==> config.mk <==
export PLATFORM = sky130hd
export DESIGN_NAME = short_descriptor_table_walk
export DESIGN_NICKNAME = d
export VERILOG_FILES = /design/src/hdl/sdtw_pkg.sv /design/src/hdl/sdtw_apb_regs.sv /design/src/hdl/sdtw_walk.sv /design/src/hdl/short_descriptor_table_walk.sv
export VERILOG_INCLUDE_DIRS = /design/src /design/src/hdl
export SDC_FILE = /design/constraint.sdc
export NUM_CORES = 1
export LEC_CHECK = 0
export BUFFER_PORTS_ARGS = -buffer_cell sky130_fd_sc_hd__clkbuf_2
export CORE_MARGIN = 10
export CORE_UTILIZATION = 58
export CTS_CLUSTER_SIZE = 8
export DETAILED_ROUTE_END_ITERATION = 8
export PLACE_DENSITY_LB_ADDON = 0.3
export SLEW_MARGIN = 10
export SYNTH_ARGS = -nofsm -noshare
export SYNTH_HDL_FRONTEND = slang
export SYNTH_HIERARCHICAL = 1
export SYNTH_SLANG_ARGS = --single-unit
export TNS_END_PERCENT = 1
==> constraint.sdc <==
create_clock -name clk -period 6.22 [get_ports clk]
set_input_delay 1.244 -clock clk [delete_from_list [all_inputs] [get_ports clk]]
set_output_delay 1.244 -clock clk [all_outputs]
set_load 0.01 [all_outputs]
==> src/hdl/short_descriptor_table_walk_assert.svh <==
// Assertion macros for the short-descriptor table walker.
// Used by the walk engine; no dependencies. Clock clk, reset rst_n.
`ifndef SHORT_DESCRIPTOR_TABLE_WALK_ASSERT_SVH
`define SHORT_DESCRIPTOR_TABLE_WALK_ASSERT_SVH

`ifndef ASSERT_OFF
`define SDTW_ASSERT(lbl, prop, msg) \
  lbl: assert property (@(posedge clk) disable iff (!rst_n) (prop)) else $error(msg);
`define SDTW_ASSERT_NEXT(lbl, ante, cons, msg) \
  lbl: assert property (@(posedge clk) disable iff (!rst_n) (ante) |=> (cons)) else $error(msg);
`else
`define SDTW_ASSERT(lbl, prop, msg)
`define SDTW_ASSERT_NEXT(lbl, ante, cons, msg)
`endif

`endif

==> src/hdl/sdtw_pkg.sv <==
// Shared types and codes for the short-descriptor table walker.
// No dependencies; imported by every module of the block.
package sdtw_pkg;

  localparam int unsigned VA_W    = 32;
  localparam int unsigned DESC_W  = 32;
  localparam int unsigned PA_W    = 40;
  localparam int unsigned CFG_W   = 32;
  localparam int unsigned PADDR_W = 3;
  localparam int unsigned SUPER_BIT = 18;

  typedef enum logic [1:0] {PH_IDLE, PH_L1, PH_L2} phase_t;

  typedef enum logic {OP_REQUEST, OP_DESC} op_t;
  typedef enum logic {KIND_READ, KIND_DONE} kind_t;

  typedef enum logic [1:0] {
    ST_OK, ST_L1_FAULT, ST_L2_FAULT, ST_RESERVED
  } status_t;

  // first-level descriptor type field
  typedef enum logic [1:0] {
    L1_FAULT, L1_TABLE, L1_SECTION, L1_RESERVED
  } l1_type_t;

  // second-level type codes; both remaining codes are small pages
  localparam logic [1:0] L2_FAULT = 2'd0;
  localparam logic [1:0] L2_LARGE = 2'd1;

  // register indexes
  localparam logic REG_TB0 = 1'b0;
  localparam logic REG_TB1 = 1'b1;

  typedef struct packed {
    logic [CFG_W-1:0] table_base_zero;
    logic [CFG_W-1:0] table_base_one;
  } cfg_t;

  typedef struct packed {
    op_t              operation;
    logic [VA_W-1:0]  virt_addr;
    logic             base_select;
    logic [DESC_W-1:0] read_data;
  } item_t;

  typedef struct packed {
    kind_t           kind;
    logic [PA_W-1:0] address;
    status_t         status;
  } result_t;

endpackage

==> src/hdl/sdtw_apb_regs.sv <==
// APB register file holding the two table base registers.
// Depends on sdtw_pkg.
module sdtw_apb_regs (
  input  logic                        clk,
  input  logic                        rst_n,
  input  logic                        cfg_psel,
  input  logic                        cfg_penable,
  input  logic                        cfg_pwrite,
  input  logic [sdtw_pkg::PADDR_W-1:0] cfg_paddr,
  input  logic [sdtw_pkg::CFG_W-1:0]  cfg_pwdata,
  output logic [sdtw_pkg::CFG_W-1:0]  cfg_prdata,
  output logic                        cfg_pready,
  output sdtw_pkg::cfg_t              cfg
);
  import sdtw_pkg::*;

  logic [CFG_W-1:0] tb0_r, tb0_nxt;
  logic [CFG_W-1:0] tb1_r, tb1_nxt;
  logic             wr_en;
  logic             reg_idx;

  assign cfg_pready = 1'b1;
  assign wr_en      = cfg_psel && cfg_penable && cfg_pwrite && cfg_pready;
  // word-aligned decode
  assign reg_idx    = cfg_paddr[2];

  always_comb begin
    tb0_nxt = tb0_r;
    tb1_nxt = tb1_r;
    if (wr_en) begin
      unique case (reg_idx)
        REG_TB0: tb0_nxt = cfg_pwdata;
        REG_TB1: tb1_nxt = cfg_pwdata;
        default: ;
      endcase
    end
  end

  always_ff @(posedge clk) begin
    if (!rst_n) begin
      tb0_r <= '0;
      tb1_r <= '0;
    end else begin
      tb0_r <= tb0_nxt;
      tb1_r <= tb1_nxt;
    end
  end

  assign cfg_prdata = (reg_idx == REG_TB1) ? tb1_r : tb0_r;
  assign cfg.table_base_zero = tb0_r;
  assign cfg.table_base_one  = tb1_r;

endmodule

==> src/hdl/sdtw_walk.sv <==
// Walk engine: input register, walk-phase state, descriptor decode and
// result register. Depends on sdtw_pkg and the assertion macro header.
`include "short_descriptor_table_walk_assert.svh"
module sdtw_walk (
  input  logic              clk,
  input  logic              rst_n,
  input  sdtw_pkg::cfg_t    cfg,
  input  logic              in_valid,
  output logic              in_ready,
  input  sdtw_pkg::item_t   in_item,
  output logic              out_valid,
  input  logic              out_ready,
  output sdtw_pkg::result_t out_res
);
  import sdtw_pkg::*;

  logic             s1_valid_r, s1_valid_nxt;
  item_t            s1_item_r;
  phase_t           phase_r, phase_nxt;
  logic [VA_W-1:0]  held_va_r;
  logic             out_valid_r, out_valid_nxt;
  result_t          out_res_r;

  logic             out_free;
  logic             s1_move;
  logic             emit;
  logic             start_walk;
  result_t          res;
  logic [CFG_W-1:0] base;
  logic [DESC_W-1:0] d;
  logic [VA_W-1:0]  va;

  assign out_free = !out_valid_r || out_ready;
  assign s1_move  = s1_valid_r && out_free;
  assign in_ready = !s1_valid_r || out_free;

  assign d  = s1_item_r.read_data;
  assign va = held_va_r;
  assign base = s1_item_r.base_select ? cfg.table_base_one : cfg.table_base_zero;
  assign start_walk = s1_move && (s1_item_r.operation == OP_REQUEST) && (phase_r == PH_IDLE);

  // next walk phase
  always_comb begin
    phase_nxt = phase_r;
    if (s1_move) begin
      unique case (phase_r)
        PH_IDLE: begin
          if (s1_item_r.operation == OP_REQUEST) phase_nxt = PH_L1;
        end
        PH_L1: begin
          if (s1_item_r.operation == OP_DESC) begin
            phase_nxt = (l1_type_t'(d[1:0]) == L1_TABLE) ? PH_L2 : PH_IDLE;
          end
        end
        PH_L2: begin
          if (s1_item_r.operation == OP_DESC) phase_nxt = PH_IDLE;
        end
        default: phase_nxt = PH_IDLE;
      endcase
    end
  end

  // result decode
  always_comb begin
    emit = 1'b0;
    res.kind    = KIND_DONE;
    res.address = '0;
    res.status  = ST_OK;
    unique case (phase_r)
      PH_IDLE: begin
        if (s1_item_r.operation == OP_REQUEST) begin
          emit = 1'b1;
          res.kind = KIND_READ;
          res.address = {8'd0, base[31:14], s1_item_r.virt_addr[31:20], 2'b00};
        end
      end
      PH_L1: begin
        if (s1_item_r.operation == OP_DESC) begin
          emit = 1'b1;
          unique case (l1_type_t'(d[1:0]))
            L1_FAULT: res.status = ST_L1_FAULT;
            L1_TABLE: begin
              res.kind = KIND_READ;
              res.address = {8'd0, d[31:10], va[19:12], 2'b00};
            end
            L1_SECTION: begin
              if (d[SUPER_BIT]) begin
                res.address = {d[8:5], d[23:20], d[31:24], va[23:0]};
              end else begin
                res.address = {8'd0, d[31:20], va[19:0]};
              end
            end
            L1_RESERVED: res.status = ST_RESERVED;
            default: ;
          endcase
        end
      end
      PH_L2: begin
        if (s1_item_r.operation == OP_DESC) begin
          emit = 1'b1;
          priority if (d[1:0] == L2_FAULT) begin
            res.status = ST_L2_FAULT;
          end else if (d[1:0] == L2_LARGE) begin
            res.address = {8'd0, d[31:16], va[15:0]};
          end else begin
            res.address = {8'd0, d[31:12], va[11:0]};
          end
        end
      end
      default: ;
    endcase
  end

  always_comb begin
    s1_valid_nxt = s1_valid_r;
    if (in_valid && in_ready) s1_valid_nxt = 1'b1;
    else if (s1_move)         s1_valid_nxt = 1'b0;

    out_valid_nxt = out_valid_r;
    if (s1_move && emit) out_valid_nxt = 1'b1;
    else if (out_ready)  out_valid_nxt = 1'b0;
  end

  always_ff @(posedge clk) begin
    if (!rst_n) begin
      s1_valid_r  <= 1'b0;
      out_valid_r <= 1'b0;
      phase_r     <= PH_IDLE;
    end else begin
      s1_valid_r  <= s1_valid_nxt;
      out_valid_r <= out_valid_nxt;
      phase_r     <= phase_nxt;
    end
  end

  always_ff @(posedge clk) begin
    if (in_valid && in_ready) s1_item_r <= in_item;
    if (start_walk)           held_va_r <= s1_item_r.virt_addr;
    if (s1_move && emit)      out_res_r <= res;
  end

  assign out_valid = out_valid_r;
  assign out_res   = out_res_r;

  `SDTW_ASSERT_NEXT(a_req_gives_read, start_walk,
                    out_valid_r && out_res_r.kind == KIND_READ && phase_r == PH_L1,
                    "request in idle did not issue a first-level read")
  `SDTW_ASSERT(a_fault_zero_addr,
               !out_valid_r || out_res_r.status == ST_OK || out_res_r.address == '0,
               "fault result with nonzero address")
  `SDTW_ASSERT(a_read_status_ok,
               !out_valid_r || out_res_r.kind != KIND_READ || out_res_r.status == ST_OK,
               "read request with nonzero status")
  `SDTW_ASSERT_NEXT(a_done_ends_walk, s1_move && emit && res.kind == KIND_DONE,
                    phase_r == PH_IDLE,
                    "walk not idle after a finished translation")

endmodule

==> src/hdl/short_descriptor_table_walk.sv <==
// Short-descriptor two-level table walker. Result path: input register, then
// decode into result register, loaded only by items that emit a result.
// Throughput: one item per cycle while out_tready is high; the walk-phase
// register updates in the same cycle as the decode, so the next item sees it
// at once. A held result stalls a full input register and drops in_tready.
// Reset (rst_n low, synchronous): walk idle, pipeline empty, table bases 0.
module short_descriptor_table_walk (
  input  logic                         clk,
  input  logic                         rst_n,
  input  logic                         in_tvalid,
  output logic                         in_tready,
  input  logic [63:0]                  in_tdata,  // virt_addr[31:0], read_data[63:32]
  input  logic [1:0]                   in_tuser,  // operation[0], base_select[1]
  output logic                         out_tvalid,
  input  logic                         out_tready,
  output logic [47:0]                  out_tdata, // address[39:0], status[41:40], zero
  output logic [0:0]                   out_tuser, // kind[0]
  input  logic                         cfg_psel,
  input  logic                         cfg_penable,
  input  logic                         cfg_pwrite,
  input  logic [sdtw_pkg::PADDR_W-1:0] cfg_paddr,
  input  logic [sdtw_pkg::CFG_W-1:0]   cfg_pwdata,
  output logic [sdtw_pkg::CFG_W-1:0]   cfg_prdata,
  output logic                         cfg_pready
);
  import sdtw_pkg::*;

  cfg_t    cfg;
  item_t   in_item;
  result_t out_res;

  assign in_item.operation   = op_t'(in_tuser[0]);
  assign in_item.base_select = in_tuser[1];
  assign in_item.virt_addr   = in_tdata[31:0];
  assign in_item.read_data   = in_tdata[63:32];

  sdtw_apb_regs u_regs (
    .clk         (clk),
    .rst_n       (rst_n),
    .cfg_psel    (cfg_psel),
    .cfg_penable (cfg_penable),
    .cfg_pwrite  (cfg_pwrite),
    .cfg_paddr   (cfg_paddr),
    .cfg_pwdata  (cfg_pwdata),
    .cfg_prdata  (cfg_prdata),
    .cfg_pready  (cfg_pready),
    .cfg         (cfg)
  );

  sdtw_walk u_walk (
    .clk       (clk),
    .rst_n     (rst_n),
    .cfg       (cfg),
    .in_valid  (in_tvalid),
    .in_ready  (in_tready),
    .in_item   (in_item),
    .out_valid (out_tvalid),
    .out_ready (out_tready),
    .out_res   (out_res)
  );

  assign out_tdata = {6'd0, out_res.status, out_res.address};
  assign out_tuser = out_res.kind;

endmodule
[Word level (Yosys, flattened, before mapping)]
Cells that the tools add are included.
Word-level totals
  flip-flop bits (word level): 201
  input bits: 108
  output and inout bits: 84
  word-level logic and storage cells: 69
Operators by class
  eq/ne operators: 8
  muxes and demuxes: 27
  bitwise gates (word level): 2
  reductions and logical operators: 19
Operator list (number)
  $pmux 40 s3: 1
  $mux 32: 3
  $pmux 40 s2: 1
  $mux 43: 1
  $mux 42: 1
  $mux 41: 1
  $mux 40: 1
  $mux 16: 1
  $mux 2: 5
  $pmux 2 s2: 2
  $logic_and 1x1->1: 7
  $mux 1: 7
  $eq 2x2->1 const B: 3
  $pmux 2 s3: 1
  $eq 2x1->1 const B: 2
  $logic_not 2->1: 2
  $ne 2x1->1 const B: 2
  $pmux 1 s2: 2
  $reduce_and 2->1: 2
  $reduce_and 4->1: 1
  $reduce_bool 2->1: 2
  $logic_not 1->1: 2
  $logic_or 1x1->1: 2
  $ne 2x2->1 const B: 1
  2 further kinds: 3

[Logic depth before layout (Yosys ltp)]
Gate-level depths: netlist (run 1).
  depth after elaboration: 5
  gate-level depth with buffers: 7
  depth with buffers taken out: 5

[By module]
Netlist (run 1), hierarchy kept.
Modules (own cells, without submodules)
  sdtw_walk: instances 1, cells each 339, area each 5425.2 um^2, sequential area each 3953.8 um^2
  sdtw_apb_regs: instances 1, cells each 282, area each 2810.2 um^2, sequential area each 1281.2 um^2
  short_descriptor_table_walk: instances 1, cells each 7, area each 48.8 um^2, sequential area each 0.0 um^2

[Least setup slack after synthesis (run 1)]
No wires, ideal clock.
  path kind: input-to-reg
  from: input out_tready
  to: register u_walk.out_res_r, in the netlist u_walk/out_res[0] (enable)
  library setup time: 0.458 ns
  arrival time: 3.555 ns
  data required time: 5.762 ns
  slack: 2.207 ns
  cell stages on the path: 3
  buffers on the path: 0
  cells stage by stage: nand2b_1 -> nand2_1 -> a21oi_1
On the way
  cells in the longest elaborated chain, start to end: 3
Ends and longest elaborated chain
  start: declaration: line short_descriptor_table_walk.sv:15  | input logic out_tready,
  $logic_or 1x1->1: line sdtw_walk.sv:33  | assign out_free = !out_valid_r || out_ready;
  $logic_and 1x1->1: line sdtw_walk.sv:34  | assign s1_move = s1_valid_r && out_free;
  $logic_and 1x1->1: line sdtw_walk.sv:139  | if (s1_move && emit) out_res_r <= res;
  end signal: assignment: line sdtw_walk.sv:139
  end: declaration: line sdtw_walk.sv:22  | result_t out_res_r;
No other way between the ends.
A chain may end at the register's enable or synchronous reset.

[Worst setup path after layout (run 1)]
  from: input cfg_paddr[2] in the netlist's numbering
  to: output cfg_prdata[23] in the netlist's numbering
On the way
  cells in the longest elaborated chain, start to end: 1
Ends and longest elaborated chain
  start: declaration: line short_descriptor_table_walk.sv:21  | input logic [sdtw_pkg::PADDR_W-1:0] cfg_paddr,
  $mux 32: line sdtw_apb_regs.sv:49  | assign cfg_prdata = (reg_idx == REG_TB1) ? tb1_r : tb0_r;
  end: declaration: line short_descriptor_table_walk.sv:23  | output logic [sdtw_pkg::CFG_W-1:0] cfg_prdata,
No other way between the ends.

==> results.toml, run 1 <==
[run_status]
outcome = "finished clean"

[timing]
grt_setup_unrepaired = "no"
worst_pin_slew_ps = 1140
final_min_period_over_clock_period = 0.609
finalHoldViolations = 0
setup_tns_ps = 0
final.setup_skew_ps = 10.5
whs_ps = 421
finalWorstPathRequiredPeriod_ps = 3790
max_clock_freq_mhz = 264
setup_slack_ps = 2430
finalMaxSlewViolations = 0
report.final.setup_viol = 0
headroom_to_the_max_slew_limit = 0.240

[clocking]
tritoncts = "yes"
cts_inserted_buffers = 17
number_of_buffers_between_clock_root_and_the_deepest_sink = 2
cts_hold_buffers_added = 0
cts_sinks = 197
cts_h_tree_depth = 4
post-cts-setup-buffer-count = 0
clk_latency_ps = 440
clkSlewWorstSetupHoldPaths_ps = 70
cts.root.buffer_cell = "clkbuf_16"
cts_resized = 0

[power]
p_sw_mw = 0.639
power.internal_mw = 2.09
p_clk_frac = 0.397
comb_pwr_share = 0.064
pwr-share-seq = 0.539
power.total_mw = 2.73
static_leakage_nw = 3.99
p_sw_frac = 0.234
pwr_density_cell_nw_per_um2 = 281
worst_ir_drop_vdd_v = 0.000196

[cells_and_area]
drive_above_1_share = 0.349
final_core_utilization = 0.698
multi_input_area_um2 = 2730
finalNonFillerCells = 976
num-nets-final = 900
regArea_um2 = 5240
fill_cells = 982
syn2layout_area_growth_pct = 17.3
final_design_area_no_fill_um2 = 9720
insertedDiodeCount = 0

[yosys]
netlist_instances = 628
synth_seq_cells = 197
yosys.area.top_type = "edfxtp_1"
synth_top_cell_area_share = 0.468
syn_area_um2 = 8280
fraction_of_registers_with_async_set_reset = 0
yosys_most_used_dff = "edfxtp_1"
seq_area_frac_synth = 0.632
dominant_cells_by_area_after_synthesis = "edfxtp_1 (47%), dfxtp_1 (16%), mux2i_1 (8.0%)"
count_of_yosys_warnings_during_synthesis = 6
syn-mean-instance-area_um2 = 13.2
post_synth_edffs = 129
synthDistinctLibCells = 44

[global_routing]
global_route.overflow_total = 0
grt_start_max_net_pins = 103
grt_first_pass_wirelength_um = 29300
initial_antenna_violation_count = 0
grt_pass1_vias = 5531
grt_use_total = 0.187

[run]
maxCapViolations = 0

[detailed_routing]
dr_total_vias = 5436
drt_iter0_markers = 481
wl_um = 18600
final_antenna_net_count = 0
route.detailed.vias_per_inst = 5.57
detailedRoute.firstPassIterationCount = 5
detail_route.drc_violations = 0
wl_per_cell_um = 19.1

[worst_setup_path]
setup.worst_path.class = "input pin to output pin"
worst-path-max-fanout = 34
critical_path.endpoint_type = "output pin"
cp.arrival_ps = 2540
crit_path_start_kind = "input pin"
cp_required_ps = 4980

[hold_path]
worst_hold_path_type = "flip-flop to flip-flop"

[place]
dp.final_hpwl_um = 13300
rd_place_congestion = 0.856
placed_cells_incl_taps = 944
place_ws_ps = 2450
io_buffers = 178
place_area_um2 = 9130

[die]
die_y_um = 140
core_um2 = 13900
floorplan.io_pins = 192
floorplan.die.width_um = 140
fp.dieArea_um2 = 19500
placementRows = 43
initial_utilization = 0.595
## metal layers
layer | global-route usage | wire length [um] | part of all wire
met1 | 0.230 | 7910 | 0.43
met3 | 0.0663 | 1340 | 0.072
met2 | 0.299 | 8960 | 0.48
met4 | 0.0632 | 394 | 0.021
met5 | 0 | 0 | 0
## sequential cells by signal, summed over array words and instances (netlist names)
register and count:
u_walk/held_va_r 24, u_walk/s1_item_r 34, u_regs/tb1_r 32, u_regs/tb0_r 32, u_walk/d 28, u_walk/out_res 43
u_walk/phase_r 2, u_walk/out_valid 1, u_walk/s1_valid_r 1
## path summary, 6_finish.rpt
path / depth (start not counted) / slack [ps] / from / endpoint
setup reg to reg: 3 / 3700 / u_walk/s1_item_r[65] / u_walk/out_res[37]
setup / recovery: 3 / 2430 / cfg_paddr[2] / cfg_prdata[23]
hold / removal: 0 / 420 / u_walk/s1_item_r[44] / u_walk/held_va_r[11]
hold reg to reg: 0 / 420 / u_walk/s1_item_r[44] / u_walk/held_va_r[11]
## worst max-delay path, stage by stage
cell	delay, ps
clkbuf_2	700
mux2_2	450
clkbuf_2	140
## placed cells by master, fill, tap and decap left out, types with 7 or more instances in the layout
cell / instances
mux2i_1: 66
a21oi_1: 14
clkbuf_16: 17
o21ai_0: 33
conb_1: 7
dfxtp_1: 68
a32oi_1: 19
and2_1: 7
clkbuf_2: 177
nand2_1: 115
edfxtp_1: 129
o211ai_1: 8
ha_1: 9
mux2_2: 56
## cell families (layout without fill, tap and decap cells)
family,Yosys count,in the layout,synth area share
buffers and inverters,55,218,0.0424
other,2,7,0.000907
DFF,197,197,0.632
adders and majority gates,9,9,0.0136
and+or+nand+nor,149,149,0.0799
muxes,124,124,0.159
AOI/OAI and AO/OA,92,92,0.0722
## synthesized netlist by cell type, types with 5 or more instances
| library cell | number |
|---|---|
| a32oi_1 | 19 |
| buf_4 | 12 |
| nand2_1 | 115 |
| a21oi_1 | 15 |
| edfxtp_1 | 129 |
| clkbuf_1 | 13 |
| and2_1 | 8 |
| o21ai_0 | 33 |
| mux2_2 | 56 |
| o211ai_1 | 8 |
| buf_2 | 13 |
| dfxtp_1 | 68 |
| buf_6 | 11 |
| ha_1 | 9 |
| nor2_1 | 5 |
| mux2i_1 | 66 |
## area by class of cell
cell class              count  area share
repair buffers            182      0.0947
multi-input cells         381       0.281
well taps                 180      0.0232
clock inverters            13      0.0163
flip-flops and latches    197       0.539
clock buffers              19      0.0445
inverters                   4     0.00154
## power groups by stage
stage | logic [mW] | clock network [mW] | registers [mW]
final | 0.174 | 1.09 | 1.47
after global routing | 0.190 | 1.17 | 1.48
after CTS | 0.174 | 1.10 | 1.47
after detailed placement | 0.173 | 0 | 1.50
after global placement | 0.167 | 0 | 1.50
after floorplan | 0.111 | 0 | 1.50
Power figures use the tool's default switching activity.
==> run 2: changes to the inputs <==
- ABC_AREA: default -> 1
- CORE_UTILIZATION: 58 -> 49
- clock period: 6.22 -> 3.4 ns (I/O delays scaled with it)
==> run 2 against run 1 <==
Die area up 20%. Sequential share of layout area is 2.5 points lower. First-iteration DRC count up 4.0%. Clock-buffer cell count down 1. Final cell count increased by 39%. Clock power increased by 80%. Power is 88% higher. Global-route usage fell by 0.94 points. Core utilization down 11 points. Clock skew fell by 1.4 ps. Cell area grew 4.9%. Worst setup slack got worse by 1500 ps. Critical path type is now flip-flop to flip-flop. Critical endpoint is now u_walk/out_res[25]. Largest cell class unchanged.
==> results.toml, run 2 <==
[run_status]
outcome = "finished clean"

[global_routing]
initial_antenna_violation_count = 0
grt_start_max_net_pins = 66
global_route.overflow_total = 0
grt_pass1_vias = 6450
grt_first_pass_wirelength_um = 33500
grt_use_total = 0.178

[place]
io_buffers = 178
placed_cells_incl_taps = 1325
rd_place_congestion = 0.857
dp.final_hpwl_um = 14700
place_area_um2 = 9620
place_ws_ps = 923

[cells_and_area]
drive_above_1_share = 0.212
final_core_utilization = 0.589
num-nets-final = 1236
insertedDiodeCount = 0
layout.cells.most_common_list = "nand2_1 (306), clkbuf_2 (178), nor2_1 (169), edfxtp_1 (129), nand3_1 (72)"
commonest_non_fill_non_tap_cell_in_the_layout = "nand2_1"
final_design_area_no_fill_um2 = 10200
syn2layout_area_growth_pct = 18.2
fill_cells = 1505
largest_register_ff_count = 43
finalNonFillerCells = 1357

[yosys]
post_synth_edffs = 129
synth.cells.most_frequent = "nand2_1 (306), nor2_1 (170), edfxtp_1 (129), nand3_1 (72), inv_1 (71)"
syn-mean-instance-area_um2 = 9.01
yosys.area.top_type = "edfxtp_1"
seq_area_frac_synth = 0.607
netlist_instances = 957
synth_seq_cells = 197
synthDistinctLibCells = 33
yosys_most_used_dff = "edfxtp_1"
syn_area_um2 = 8630
count_of_yosys_warnings_during_synthesis = 6
synth_top_cell_area_share = 0.449
dominant_cells_by_area_after_synthesis = "edfxtp_1 (45%), dfxtp_1 (16%), nand2_1 (13%)"
post-synth-top-count-cell = "nand2_1"
fraction_of_registers_with_async_set_reset = 0

[detailed_routing]
detailedRoute.firstPassIterationCount = 5
detail_route.drc_violations = 0
dr_total_vias = 6666
final_antenna_net_count = 0
wl_per_cell_um = 15.4
drt_iter0_markers = 500
wl_um = 21000
route.detailed.vias_per_inst = 4.91

[die]
floorplan.die.width_um = 153
core_um2 = 17300
floorplan.io_pins = 192
placementRows = 48
initial_utilization = 0.499
fp.dieArea_um2 = 23300
die_y_um = 153

[clocking]
tritoncts = "yes"
cts_hold_buffers_added = 0
cts_h_tree_depth = 4
post-cts-setup-buffer-count = 0
clkSlewWorstSetupHoldPaths_ps = 80
number_of_buffers_between_clock_root_and_the_deepest_sink = 2
cts_inserted_buffers = 17
cts.root.buffer_cell = "clkbuf_16"
cts_sinks = 197
clk_latency_ps = 440
cts_resized = 0

[timing]
setup_slack_ps = 933
setup_tns_ps = 0
report.final.setup_viol = 0
worst_pin_slew_ps = 1030
finalMaxSlewViolations = 0
final.setup_skew_ps = 9.11
whs_ps = 415
final_min_period_over_clock_period = 0.725
grt_setup_unrepaired = "no"
headroom_to_the_max_slew_limit = 0.311
finalWorstPathRequiredPeriod_ps = 2470
max_clock_freq_mhz = 405
finalHoldViolations = 0

[worst_setup_path]
critical_path.endpoint_type = "flip-flop"
setup.worst_path.class = "flip-flop to flip-flop"
cp_required_ps = 3660
regToRegSetupSlack_ps = 930
crit_path_start_kind = "flip-flop"
timing.reg2reg.worst_path_depth = 5
cp.arrival_ps = 2730
worst-path-max-fanout = 18

[power]
worst_ir_drop_vdd_v = 0.000350
power.total_mw = 5.14
pwr_density_cell_nw_per_um2 = 504
static_leakage_nw = 4.69

[hold_path]
whs_path_depth = 0
worst_hold_path_type = "flip-flop to flip-flop"

[run]
maxCapViolations = 0
run 2: path summary, 6_finish.rpt:
| check | end | start |
|---|---|---|
| setup reg to reg | u_walk/out_res[25] | u_walk/s1_item_r[65] |
| hold / removal | u_walk/held_va_r[11] | u_walk/s1_item_r[44] |
| setup / recovery | u_walk/out_res[25] | u_walk/s1_item_r[65] |
| hold reg to reg | u_walk/held_va_r[11] | u_walk/s1_item_r[44] |
run 2: cell families after synthesis:
group                      share of synthesized area
adders and majority gates                     0.0131
buffers and inverters                         0.0715
other                                       0.000871
and+or+nand+nor                                0.271
muxes                                        0.00812
DFF                                            0.607
AOI/OAI and AO/OA                             0.0281
run 2: area by class of cell:
cell class	instances	area (um^2)	share of cell area
multi-input combinational	638	2800	0.275
inverter	76	288	0.0282
sequential	197	5240	0.513
clock inverter	14	149	0.0146
tap	225	282	0.0276
timing repair buffer	189	1010	0.0992
clock buffer	18	429	0.0421
run 2: power by group:
group | switching [mW] | total, mW | leakage, nW | internal [mW]
combinational | 0.299 | 0.463 | 2.62 | 0.163
clock | 0.976 | 1.96 | 0.285 | 0.985
sequential | 0.0508 | 2.71 | 1.79 | 2.66
run 2: worst max-delay path: stages, from the launching register on:
cell      delay, ps
edfxtp_1        690
inv_4           190
nand2_1          80
nor2_1          780
inv_1           300
o21ai_0         260
run 2: per-layer routing:
| layer | wire length [um] | GRT usage |
|---|---|---|
| met1 | 9230 | 0.231 |
| met4 | 386 | 0.0509 |
| met5 | 0 | 0 |
| met3 | 1540 | 0.0497 |
| met2 | 9810 | 0.283 |
